==> config.mk <==
export PLATFORM = sky130hd
export DESIGN_NAME = wav_header_parser_top
export DESIGN_NICKNAME = d
export VERILOG_FILES = /design/src/rtl/core/wavhp_pkg.sv /design/src/rtl/core/wavhp_parse.sv /design/src/rtl/core/wavhp_out.sv /design/src/rtl/core/wav_header_parser_top.sv
export SDC_FILE = /design/constraint.sdc
export NUM_CORES = 1
export LEC_CHECK = 0
export BUFFER_PORTS_ARGS = -buffer_cell sky130_fd_sc_hd__clkbuf_2
export CAP_MARGIN = 40
export CORE_ASPECT_RATIO = 0.9
export CORE_MARGIN = 5
export CORE_UTILIZATION = 48
export DETAILED_ROUTE_END_ITERATION = 10
export PLACE_DENSITY = 0.72
export SYNTH_ARGS = -nofsm -noshare
export SYNTH_HDL_FRONTEND = slang
export SYNTH_HIERARCHICAL = 1
export SYNTH_SLANG_ARGS = --single-unit
export TNS_END_PERCENT = 30
==> constraint.sdc <==
create_clock -name clk -period 20.4 [get_ports clk]
set_input_delay 4.08 -clock clk [delete_from_list [all_inputs] [get_ports clk]]
set_output_delay 4.08 -clock clk [all_outputs]
set_load 0.01 [all_outputs]
==> src/rtl/core/wavhp_pkg.sv <==
`timescale 1ns / 1ps
// Package for the WAV header parser: chunk tags, format constants, status codes, result type.
// No dependencies.
package wavhp_pkg;

    localparam logic [31:0] TAG_RIFF = 32'h4646_4952;
    localparam logic [31:0] TAG_WAVE = 32'h4556_4157;
    localparam logic [31:0] TAG_FMT  = 32'h2074_6d66;
    localparam logic [31:0] TAG_DATA = 32'h6174_6164;

    localparam logic [15:0] FMT_PCM         = 16'h0001;
    localparam logic [31:0] FMT_LEN_NO_BITS = 32'd14;
    localparam logic [31:0] FMT_LEN_FULL    = 32'd16;

    localparam logic [2:0] ST_OK        = 3'd0;
    localparam logic [2:0] ST_NOT_RIFF  = 3'd1;
    localparam logic [2:0] ST_NOT_WAVE  = 3'd2;
    localparam logic [2:0] ST_NOT_PCM   = 3'd3;
    localparam logic [2:0] ST_EOF       = 3'd4;
    localparam logic [2:0] ST_FMT_SHORT = 3'd5;

    localparam int RES_W   = 244;
    localparam int TDATA_W = 248;

    // first member lands in the top bits, status in the low bits
    typedef struct packed {
        logic        offset_mismatch;
        logic [31:0] data_length;
        logic [31:0] data_offset;
        logic [31:0] riff_length;
        logic [31:0] format_size;
        logic [15:0] sample_bits;
        logic [15:0] frame_bytes;
        logic [31:0] bytes_per_sec;
        logic [31:0] samp_hz;
        logic [15:0] channel_count;
        logic [2:0]  status;
    } res_t;

endpackage

==> src/rtl/core/wavhp_parse.sv <==
`timescale 1ns / 1ps
// Byte-wise RIFF/WAVE parse engine: phase machine, field gathering, held fmt fields.
// Depends on wavhp_pkg.
module wavhp_parse
    import wavhp_pkg::*;
(
    input  logic        clk,
    input  logic        rst_n,
    input  logic        accept,
    input  logic [7:0]  data_byte,
    input  logic        last_byte,
    input  logic [31:0] file_length,
    output logic        res_valid,
    output res_t        res
);

    localparam logic [3:0] PH_RIFF    = 4'd0;
    localparam logic [3:0] PH_RSIZE   = 4'd1;
    localparam logic [3:0] PH_FORM    = 4'd2;
    localparam logic [3:0] PH_TAG     = 4'd3;
    localparam logic [3:0] PH_SIZE    = 4'd4;
    localparam logic [3:0] PH_FMTCODE = 4'd5;
    localparam logic [3:0] PH_CHAN    = 4'd6;
    localparam logic [3:0] PH_RATE    = 4'd7;
    localparam logic [3:0] PH_BRATE   = 4'd8;
    localparam logic [3:0] PH_ALIGN   = 4'd9;
    localparam logic [3:0] PH_BITS    = 4'd10;
    localparam logic [3:0] PH_SKIP    = 4'd11;

    logic [3:0]  phase_reg, phase_next;
    logic [31:0] pos_reg, pos_next;
    logic [31:0] shift_reg, shift_next;
    logic [2:0]  cnt_reg, cnt_next;
    logic [31:0] tag_reg, tag_next;
    logic [31:0] size_reg, size_next;
    logic [31:0] skip_reg, skip_next;
    logic        fmt_seen_reg, fmt_seen_next;
    logic [15:0] chan_reg, chan_next;
    logic [31:0] rate_reg, rate_next;
    logic [31:0] brate_reg, brate_next;
    logic [15:0] align_reg, align_next;
    logic [15:0] bits_reg, bits_next;
    logic [31:0] fmt_len_reg, fmt_len_next;
    logic [31:0] riff_reg, riff_next;
    logic        finished_reg, finished_next;

    logic [31:0] shift_or;
    logic [2:0]  cnt_inc;
    logic [31:0] pos_inc;
    logic [31:0] skip_dec;
    logic        two_byte;
    logic        gathering;
    logic        gdone;

    assign shift_or  = shift_reg | (32'(data_byte) << {cnt_reg[1:0], 3'b000});
    assign cnt_inc   = cnt_reg + 3'd1;
    assign pos_inc   = pos_reg + 32'd1;
    assign skip_dec  = skip_reg - 32'd1;
    assign two_byte  = phase_reg inside {PH_FMTCODE, PH_CHAN, PH_ALIGN, PH_BITS};
    assign gathering = (phase_reg <= PH_BITS);
    assign gdone     = two_byte ? (cnt_inc >= 3'd2) : (cnt_inc >= 3'd4);

    always_comb
    begin
        logic        decided;
        logic [2:0]  dec_status;
        res_t        ok_res;

        phase_next    = phase_reg;
        pos_next      = pos_reg;
        shift_next    = shift_reg;
        cnt_next      = cnt_reg;
        tag_next      = tag_reg;
        size_next     = size_reg;
        skip_next     = skip_reg;
        fmt_seen_next = fmt_seen_reg;
        chan_next     = chan_reg;
        rate_next     = rate_reg;
        brate_next    = brate_reg;
        align_next    = align_reg;
        bits_next     = bits_reg;
        fmt_len_next  = fmt_len_reg;
        riff_next     = riff_reg;
        finished_next = finished_reg;
        res_valid     = 1'b0;
        res           = '0;
        decided       = 1'b0;
        dec_status    = ST_OK;
        ok_res        = '0;

        if (accept && !finished_reg)
        begin
            pos_next = pos_inc;
            if (gathering)
            begin
                if (gdone)
                begin
                    shift_next = '0;
                    cnt_next   = '0;
                end
                else
                begin
                    shift_next = shift_or;
                    cnt_next   = cnt_inc;
                end
            end

            unique case (phase_reg)
                PH_RIFF:
                begin
                    if (gdone)
                    begin
                        if (shift_or != TAG_RIFF)
                        begin
                            decided    = 1'b1;
                            dec_status = ST_NOT_RIFF;
                        end
                        else
                        begin
                            phase_next = PH_RSIZE;
                        end
                    end
                end
                PH_RSIZE:
                begin
                    if (gdone)
                    begin
                        riff_next  = shift_or;
                        phase_next = PH_FORM;
                    end
                end
                PH_FORM:
                begin
                    if (gdone)
                    begin
                        if (shift_or != TAG_WAVE)
                        begin
                            decided    = 1'b1;
                            dec_status = ST_NOT_WAVE;
                        end
                        else
                        begin
                            phase_next = PH_TAG;
                        end
                    end
                end
                PH_TAG:
                begin
                    if (gdone)
                    begin
                        tag_next   = shift_or;
                        phase_next = PH_SIZE;
                    end
                end
                PH_SIZE:
                begin
                    if (gdone)
                    begin
                        size_next = shift_or;
                        if (tag_reg == TAG_FMT)
                        begin
                            fmt_len_next = shift_or;
                            if (fmt_seen_reg)
                            begin
                                skip_next  = shift_or;
                                phase_next = (shift_or != '0) ? PH_SKIP : PH_TAG;
                            end
                            else if (shift_or < FMT_LEN_NO_BITS || shift_or == 32'd15)
                            begin
                                decided    = 1'b1;
                                dec_status = ST_FMT_SHORT;
                            end
                            else
                            begin
                                phase_next = PH_FMTCODE;
                            end
                        end
                        else if (tag_reg == TAG_DATA)
                        begin
                            decided                = 1'b1;
                            dec_status             = ST_OK;
                            ok_res.channel_count   = chan_reg;
                            ok_res.samp_hz         = rate_reg;
                            ok_res.bytes_per_sec   = brate_reg;
                            ok_res.frame_bytes     = align_reg;
                            ok_res.sample_bits     = bits_reg;
                            ok_res.format_size     = fmt_len_reg;
                            ok_res.data_offset     = pos_inc;
                            ok_res.offset_mismatch = (riff_reg + 32'd8 - shift_or) != pos_inc;
                            if (shift_or == '0)
                            begin
                                ok_res.data_length = file_length - pos_inc;
                                ok_res.riff_length = file_length - 32'd8;
                            end
                            else
                            begin
                                ok_res.data_length = shift_or;
                                ok_res.riff_length = riff_reg;
                            end
                        end
                        else
                        begin
                            skip_next  = shift_or;
                            phase_next = (shift_or != '0) ? PH_SKIP : PH_TAG;
                        end
                    end
                end
                PH_FMTCODE:
                begin
                    if (gdone)
                    begin
                        if (shift_or[15:0] != FMT_PCM)
                        begin
                            decided    = 1'b1;
                            dec_status = ST_NOT_PCM;
                        end
                        else
                        begin
                            phase_next = PH_CHAN;
                        end
                    end
                end
                PH_CHAN:
                begin
                    if (gdone)
                    begin
                        chan_next  = shift_or[15:0];
                        phase_next = PH_RATE;
                    end
                end
                PH_RATE:
                begin
                    if (gdone)
                    begin
                        rate_next  = shift_or;
                        phase_next = PH_BRATE;
                    end
                end
                PH_BRATE:
                begin
                    if (gdone)
                    begin
                        brate_next = shift_or;
                        phase_next = PH_ALIGN;
                    end
                end
                PH_ALIGN:
                begin
                    if (gdone)
                    begin
                        align_next = shift_or[15:0];
                        if (size_reg == FMT_LEN_NO_BITS)
                        begin
                            bits_next     = 16'd8;
                            fmt_seen_next = 1'b1;
                            skip_next     = '0;
                            phase_next    = PH_TAG;
                        end
                        else
                        begin
                            phase_next = PH_BITS;
                        end
                    end
                end
                PH_BITS:
                begin
                    if (gdone)
                    begin
                        bits_next     = shift_or[15:0];
                        fmt_seen_next = 1'b1;
                        skip_next     = size_reg - FMT_LEN_FULL;
                        phase_next    = (size_reg != FMT_LEN_FULL) ? PH_SKIP : PH_TAG;
                    end
                end
                PH_SKIP:
                begin
                    skip_next = skip_dec;
                    if (skip_dec == '0)
                    begin
                        phase_next = PH_TAG;
                    end
                end
                default:
                begin
                    phase_next = PH_TAG;
                end
            endcase

            if (decided)
            begin
                res_valid     = 1'b1;
                res           = (dec_status == ST_OK) ? ok_res : '0;
                res.status    = dec_status;
                finished_next = 1'b1;
            end
            else if (last_byte)
            begin
                res_valid  = 1'b1;
                res        = '0;
                res.status = ST_EOF;
            end
        end

        // end of file re-arms the parser
        if (accept && last_byte)
        begin
            phase_next    = PH_RIFF;
            pos_next      = '0;
            shift_next    = '0;
            cnt_next      = '0;
            tag_next      = '0;
            size_next     = '0;
            skip_next     = '0;
            fmt_seen_next = 1'b0;
            chan_next     = '0;
            rate_next     = '0;
            brate_next    = '0;
            align_next    = '0;
            bits_next     = '0;
            fmt_len_next  = '0;
            riff_next     = '0;
            finished_next = 1'b0;
        end
    end

    always_ff @(posedge clk or negedge rst_n)
    begin
        if (!rst_n)
        begin
            phase_reg    <= PH_RIFF;
            pos_reg      <= '0;
            shift_reg    <= '0;
            cnt_reg      <= '0;
            tag_reg      <= '0;
            size_reg     <= '0;
            skip_reg     <= '0;
            fmt_seen_reg <= 1'b0;
            chan_reg     <= '0;
            rate_reg     <= '0;
            brate_reg    <= '0;
            align_reg    <= '0;
            bits_reg     <= '0;
            fmt_len_reg  <= '0;
            riff_reg     <= '0;
            finished_reg <= 1'b0;
        end
        else
        begin
            phase_reg    <= phase_next;
            pos_reg      <= pos_next;
            shift_reg    <= shift_next;
            cnt_reg      <= cnt_next;
            tag_reg      <= tag_next;
            size_reg     <= size_next;
            skip_reg     <= skip_next;
            fmt_seen_reg <= fmt_seen_next;
            chan_reg     <= chan_next;
            rate_reg     <= rate_next;
            brate_reg    <= brate_next;
            align_reg    <= align_next;
            bits_reg     <= bits_next;
            fmt_len_reg  <= fmt_len_next;
            riff_reg     <= riff_next;
            finished_reg <= finished_next;
        end
    end

endmodule

==> src/rtl/core/wavhp_out.sv <==
`timescale 1ns / 1ps
// Result register for the WAV header parser output stream.
// Depends on wavhp_pkg.
module wavhp_out
    import wavhp_pkg::*;
(
    input  logic               clk,
    input  logic               rst_n,
    input  logic               res_valid,
    input  res_t               res,
    output logic               ready,
    output logic               m_axis_tvalid,
    input  logic               m_axis_tready,
    output logic [TDATA_W-1:0] m_axis_tdata
);

    logic valid_reg;
    res_t data_reg;

    assign ready         = !valid_reg || m_axis_tready;
    assign m_axis_tvalid = valid_reg;
    assign m_axis_tdata  = {{(TDATA_W - RES_W){1'b0}}, data_reg};

    always_ff @(posedge clk or negedge rst_n)
    begin
        if (!rst_n)
        begin
            valid_reg <= 1'b0;
        end
        else if (res_valid)
        begin
            valid_reg <= 1'b1;
        end
        else if (m_axis_tready)
        begin
            valid_reg <= 1'b0;
        end
    end

    always_ff @(posedge clk)
    begin
        if (res_valid)
        begin
            data_reg <= res;
        end
    end

endmodule

==> src/rtl/core/wav_header_parser_top.sv <==
`timescale 1ns / 1ps
// Top level of the RIFF/WAVE header parser: config register, parse engine, result register.
// Depends on wavhp_pkg, wavhp_parse, wavhp_out.
//
// channel   | dir | payload
// s_axis    | in  | tdata[7:0] data_byte, tlast last_byte
// m_axis    | out | tdata: status, channel_count, samp_hz, bytes_per_sec, frame_bytes,
//           |     |        sample_bits, format_size, riff_length, data_offset,
//           |     |        data_length, offset_mismatch (low bits up, zero pad to 248)
// cfg       | in  | cfg_wr_en / cfg_wr_data = file_length
//
// One byte per cycle while s_axis_tready is high; the result of a deciding beat is loaded into
// the output register at the edge that accepts that beat and is offered from the next cycle on.
// s_axis_tready drops only while a result sits in the output register and m_axis_tready is low.
// rst_n is asynchronous and clears the parser, output valid and file_length.
module wav_header_parser_top
    import wavhp_pkg::*;
(
    input  logic               clk,
    input  logic               rst_n,
    input  logic               cfg_wr_en,
    input  logic [31:0]        cfg_wr_data,
    input  logic               s_axis_tvalid,
    output logic               s_axis_tready,
    input  logic [7:0]         s_axis_tdata,   // data_byte
    input  logic               s_axis_tlast,   // last_byte
    output logic               m_axis_tvalid,
    input  logic               m_axis_tready,
    output logic [TDATA_W-1:0] m_axis_tdata    // status .. offset_mismatch, see table
);

    logic [31:0] file_length_reg;
    logic        accept;
    logic        res_valid;
    res_t        res;
    logic        out_ready;

    assign s_axis_tready = out_ready;
    assign accept        = s_axis_tvalid && out_ready;

    always_ff @(posedge clk or negedge rst_n)
    begin
        if (!rst_n)
        begin
            file_length_reg <= '0;
        end
        else if (cfg_wr_en)
        begin
            file_length_reg <= cfg_wr_data;
        end
    end

    wavhp_parse u_parse (
        .clk         (clk),
        .rst_n       (rst_n),
        .accept      (accept),
        .data_byte   (s_axis_tdata),
        .last_byte   (s_axis_tlast),
        .file_length (file_length_reg),
        .res_valid   (res_valid),
        .res         (res)
    );

    wavhp_out u_out (
        .clk           (clk),
        .rst_n         (rst_n),
        .res_valid     (res_valid),
        .res           (res),
        .ready         (out_ready),
        .m_axis_tvalid (m_axis_tvalid),
        .m_axis_tready (m_axis_tready),
        .m_axis_tdata  (m_axis_tdata)
    );

endmodule
==> flow_summary.json <==
{
  "vias": 24953,
  "required_ps": 16320,
  "finalSetupViolCount": 0,
  "pwr_density_cell_mw_per_mm2": 111,
  "grt_pass1_wl_um": 143000,
  "tritoncts": "done",
  "synth_ff_type": "dfrtp_1",
  "hold_viol_final": 0,
  "max_slew_margin_pct": 30.7,
  "holdBufCountCts": 0,
  "fin_skew_ps": 34.0,
  "die_w_um": 279,
  "synth_seq_cells": 622,
  "critPathKind": "in2out",
  "cts.root.buffer_cell": "clkbuf_16",
  "critPathLaunchType": "input port",
  "hold_class": "reg2reg",
  "ir_worst_vdd_uv": 67.7,
  "grt_usage_pct": 26.2,
  "post_cts_resize_count": 0,
  "fin_util_pct": 56.3,
  "async_flop_share_pct": 60.8,
  "rsz0062_at_grt": "false",
  "cts_buffers": 67,
  "drv_cap": 0,
  "die_h_um": 252,
  "dp_hpwl_um": 65700,
  "wire_per_inst_um": 22.4,
  "largest_reg_flops": 244,
  "finalCritPeriodShare_pct": 41.6,
  "status": "completed",
  "post_cts_buffers": 0,
  "clockBufferDepth": 3,
  "initial_core_util_pct": 48.6,
  "cp_max_fo": 3,
  "period_needed_ps": 8500,
  "clock-sinks": 622,
  "drive_gt1_share_pct": 16.1,
  "syn_inst": 3089,
  "final_max_slew_viol_count": 0,
  "grt_pass1_vias": 23324,
  "fmax_mhz": 118,
  "htree_levels": 3,
  "p_leak_uw": 0.0157,
  "grt_max_degree": 177,
  "yosys-top-cells-area": "dfrtp_1 30%, edfxtp_1 23%, o21ai_0 6.5%, nand2_1 5.9%, ha_1 4.0%",
  "synth_seq_area_share_pct": 53.8,
  "yosysTopAreaCellShare_pct": 30.3,
  "antenna_found_initial": 10,
  "clock_latency_ps": 640,
  "ant_nets": 0,
  "area_delta_synth_final_pct": 15.9,
  "core_area_sq_mm": 0.0642,
  "gp_congestion": 0.936,
  "clk_pin_slew_ps": 60,
  "drtPass1Iterations": 6,
  "grt.overflow.total": 0,
  "ys_warn_count": 6,
  "pin_count": 296,
  "synth_edf_count": 244,
  "syn_area_sq_mm": 0.0312,
  "avgSynthCellArea_sq_um": 10.1,
  "worstMarginPinSlew_ps": 1040,
  "end_kind": "primary output",
  "fin_tns_setup_ps": 0,
  "initialDrtViolationCount": 2909,
  "ys_types": 92,
  "vias_per_cell": 5.90,
  "numPortBuffers": 291,
  "die_area_sq_mm": 0.0702,
  "arrival_ps": 4420,
  "power.total_uw": 4010,
  "synth_top_cell_by_area": "dfrtp_1",
  "rows": 88,
  "fin_nets": 3464,
  "drcViolationCount": 0,
  "wirelength_um": 94700
}
==> cells in the mapped netlist (42+ instances only) <==
cell,n
nand2_1,491
o21ai_0,405
dfrtp_1,378
edfxtp_1,244
nor2_1,189
clkbuf_1,163
and3_1,160
a21oi_1,148
xnor2_1,118
ha_1,99
xor2_1,69
inv_1,51
nor3_1,45
nand3_1,42
==> worst paths after layout <==
kind | startpoint | to | slack, ps | cells past startpoint
max in group asynchronous | rst_n | u_parse/fmt_len_reg[7] | 15460 | 2
min reg2reg | u_parse/chan_reg[8] | u_parse/chan_reg[8] | 470 | 2
max | m_axis_tready | s_axis_tready | 11900 | 3
max reg2reg | u_parse/cnt_reg[0] | u_out/m_axis_tdata[243] | 14900 | 19
min | u_parse/chan_reg[8] | u_parse/chan_reg[8] | 470 | 2
min in group asynchronous | rst_n | u_parse/pos_reg[26] | 3430 | 1
==> cell families after synthesis <==
| logic type | share of synthesized area, % |
|---|---|
| simple gates | 17.4 |
| mux | 1.85 |
| compound gates | 14.2 |
| xor+xnor | 5.36 |
| fa+ha+maj | 4.13 |
| flops | 53.8 |
| buf+inv | 3.28 |
| other cells | 0.0120 |
==> critical path: stages <==
cell and delay, ps:
clkbuf_2 80, nand2b_4 130, clkbuf_2 120
==> placed cells by master (no fill, tap or decap), types with 14 or more instances in the layout <==
cell type,count
nand2_1,489
o21ai_0,405
dfrtp_1,378
clkbuf_2,290
edfxtp_1,244
nor2_1,186
and3_1,158
a21oi_1,146
xnor2_1,118
ha_1,99
xor2_1,69
clkbuf_16,68
inv_1,51
nor3_1,45
nand3_1,42
nand2b_1,37
a21o_1,35
buf_4,33
nor4_1,32
a211oi_1,31
mux2_4,30
nand4_1,28
or3_1,17
and2_1,15
a31oi_1,14
==> report_power, final <==
group,leakage (uW),switching (uW),internal [uW]
Sequential,0.00739,127,1450
Combinational,0.00717,717,439
Clock,0.00115,529,747
Total,0.0157,1370,2640
==> layout make-up <==
class	count	area [sq um]
fillers	5474	28000
well taps	855	1070
clock buffers	91	1910
repair buffers	348	2200
multi-input cells	2227	13500
flip-flops and latches	622	16800
diodes	4	10.0
clock inverters	33	454
inverters	51	191
==> through the flow <==
stage               setup slack (ps)  hold slack, ps  area, sq um  instances
floorplan                       2910             441        31200       3092
global placement               10830             453        33300       4077
detailed placement             11840             462        33800       4103
CTS                            11900             475        36100       4227
global route                   11880             486        36100       4227
finish                         11900             470        36200       4231
==> per-layer routing <==
| metal | wire length [um] | GRT usage [%] | vias to the layer above | share of wire, % |
|---|---|---|---|---|
| li1 | - | - | 11473 | - |
| met1 | 40700 | 37.7 | 12121 | 43 |
| met2 | 42300 | 40.4 | 1168 | 45 |
| met3 | 8660 | 5.25 | 187 | 9.1 |
| met4 | 3030 | 8.18 | 4 | 3.2 |
| met5 | 21 | 0 | - | 0.022 |
No activity file was read; power rests on OpenSTA's default activity.
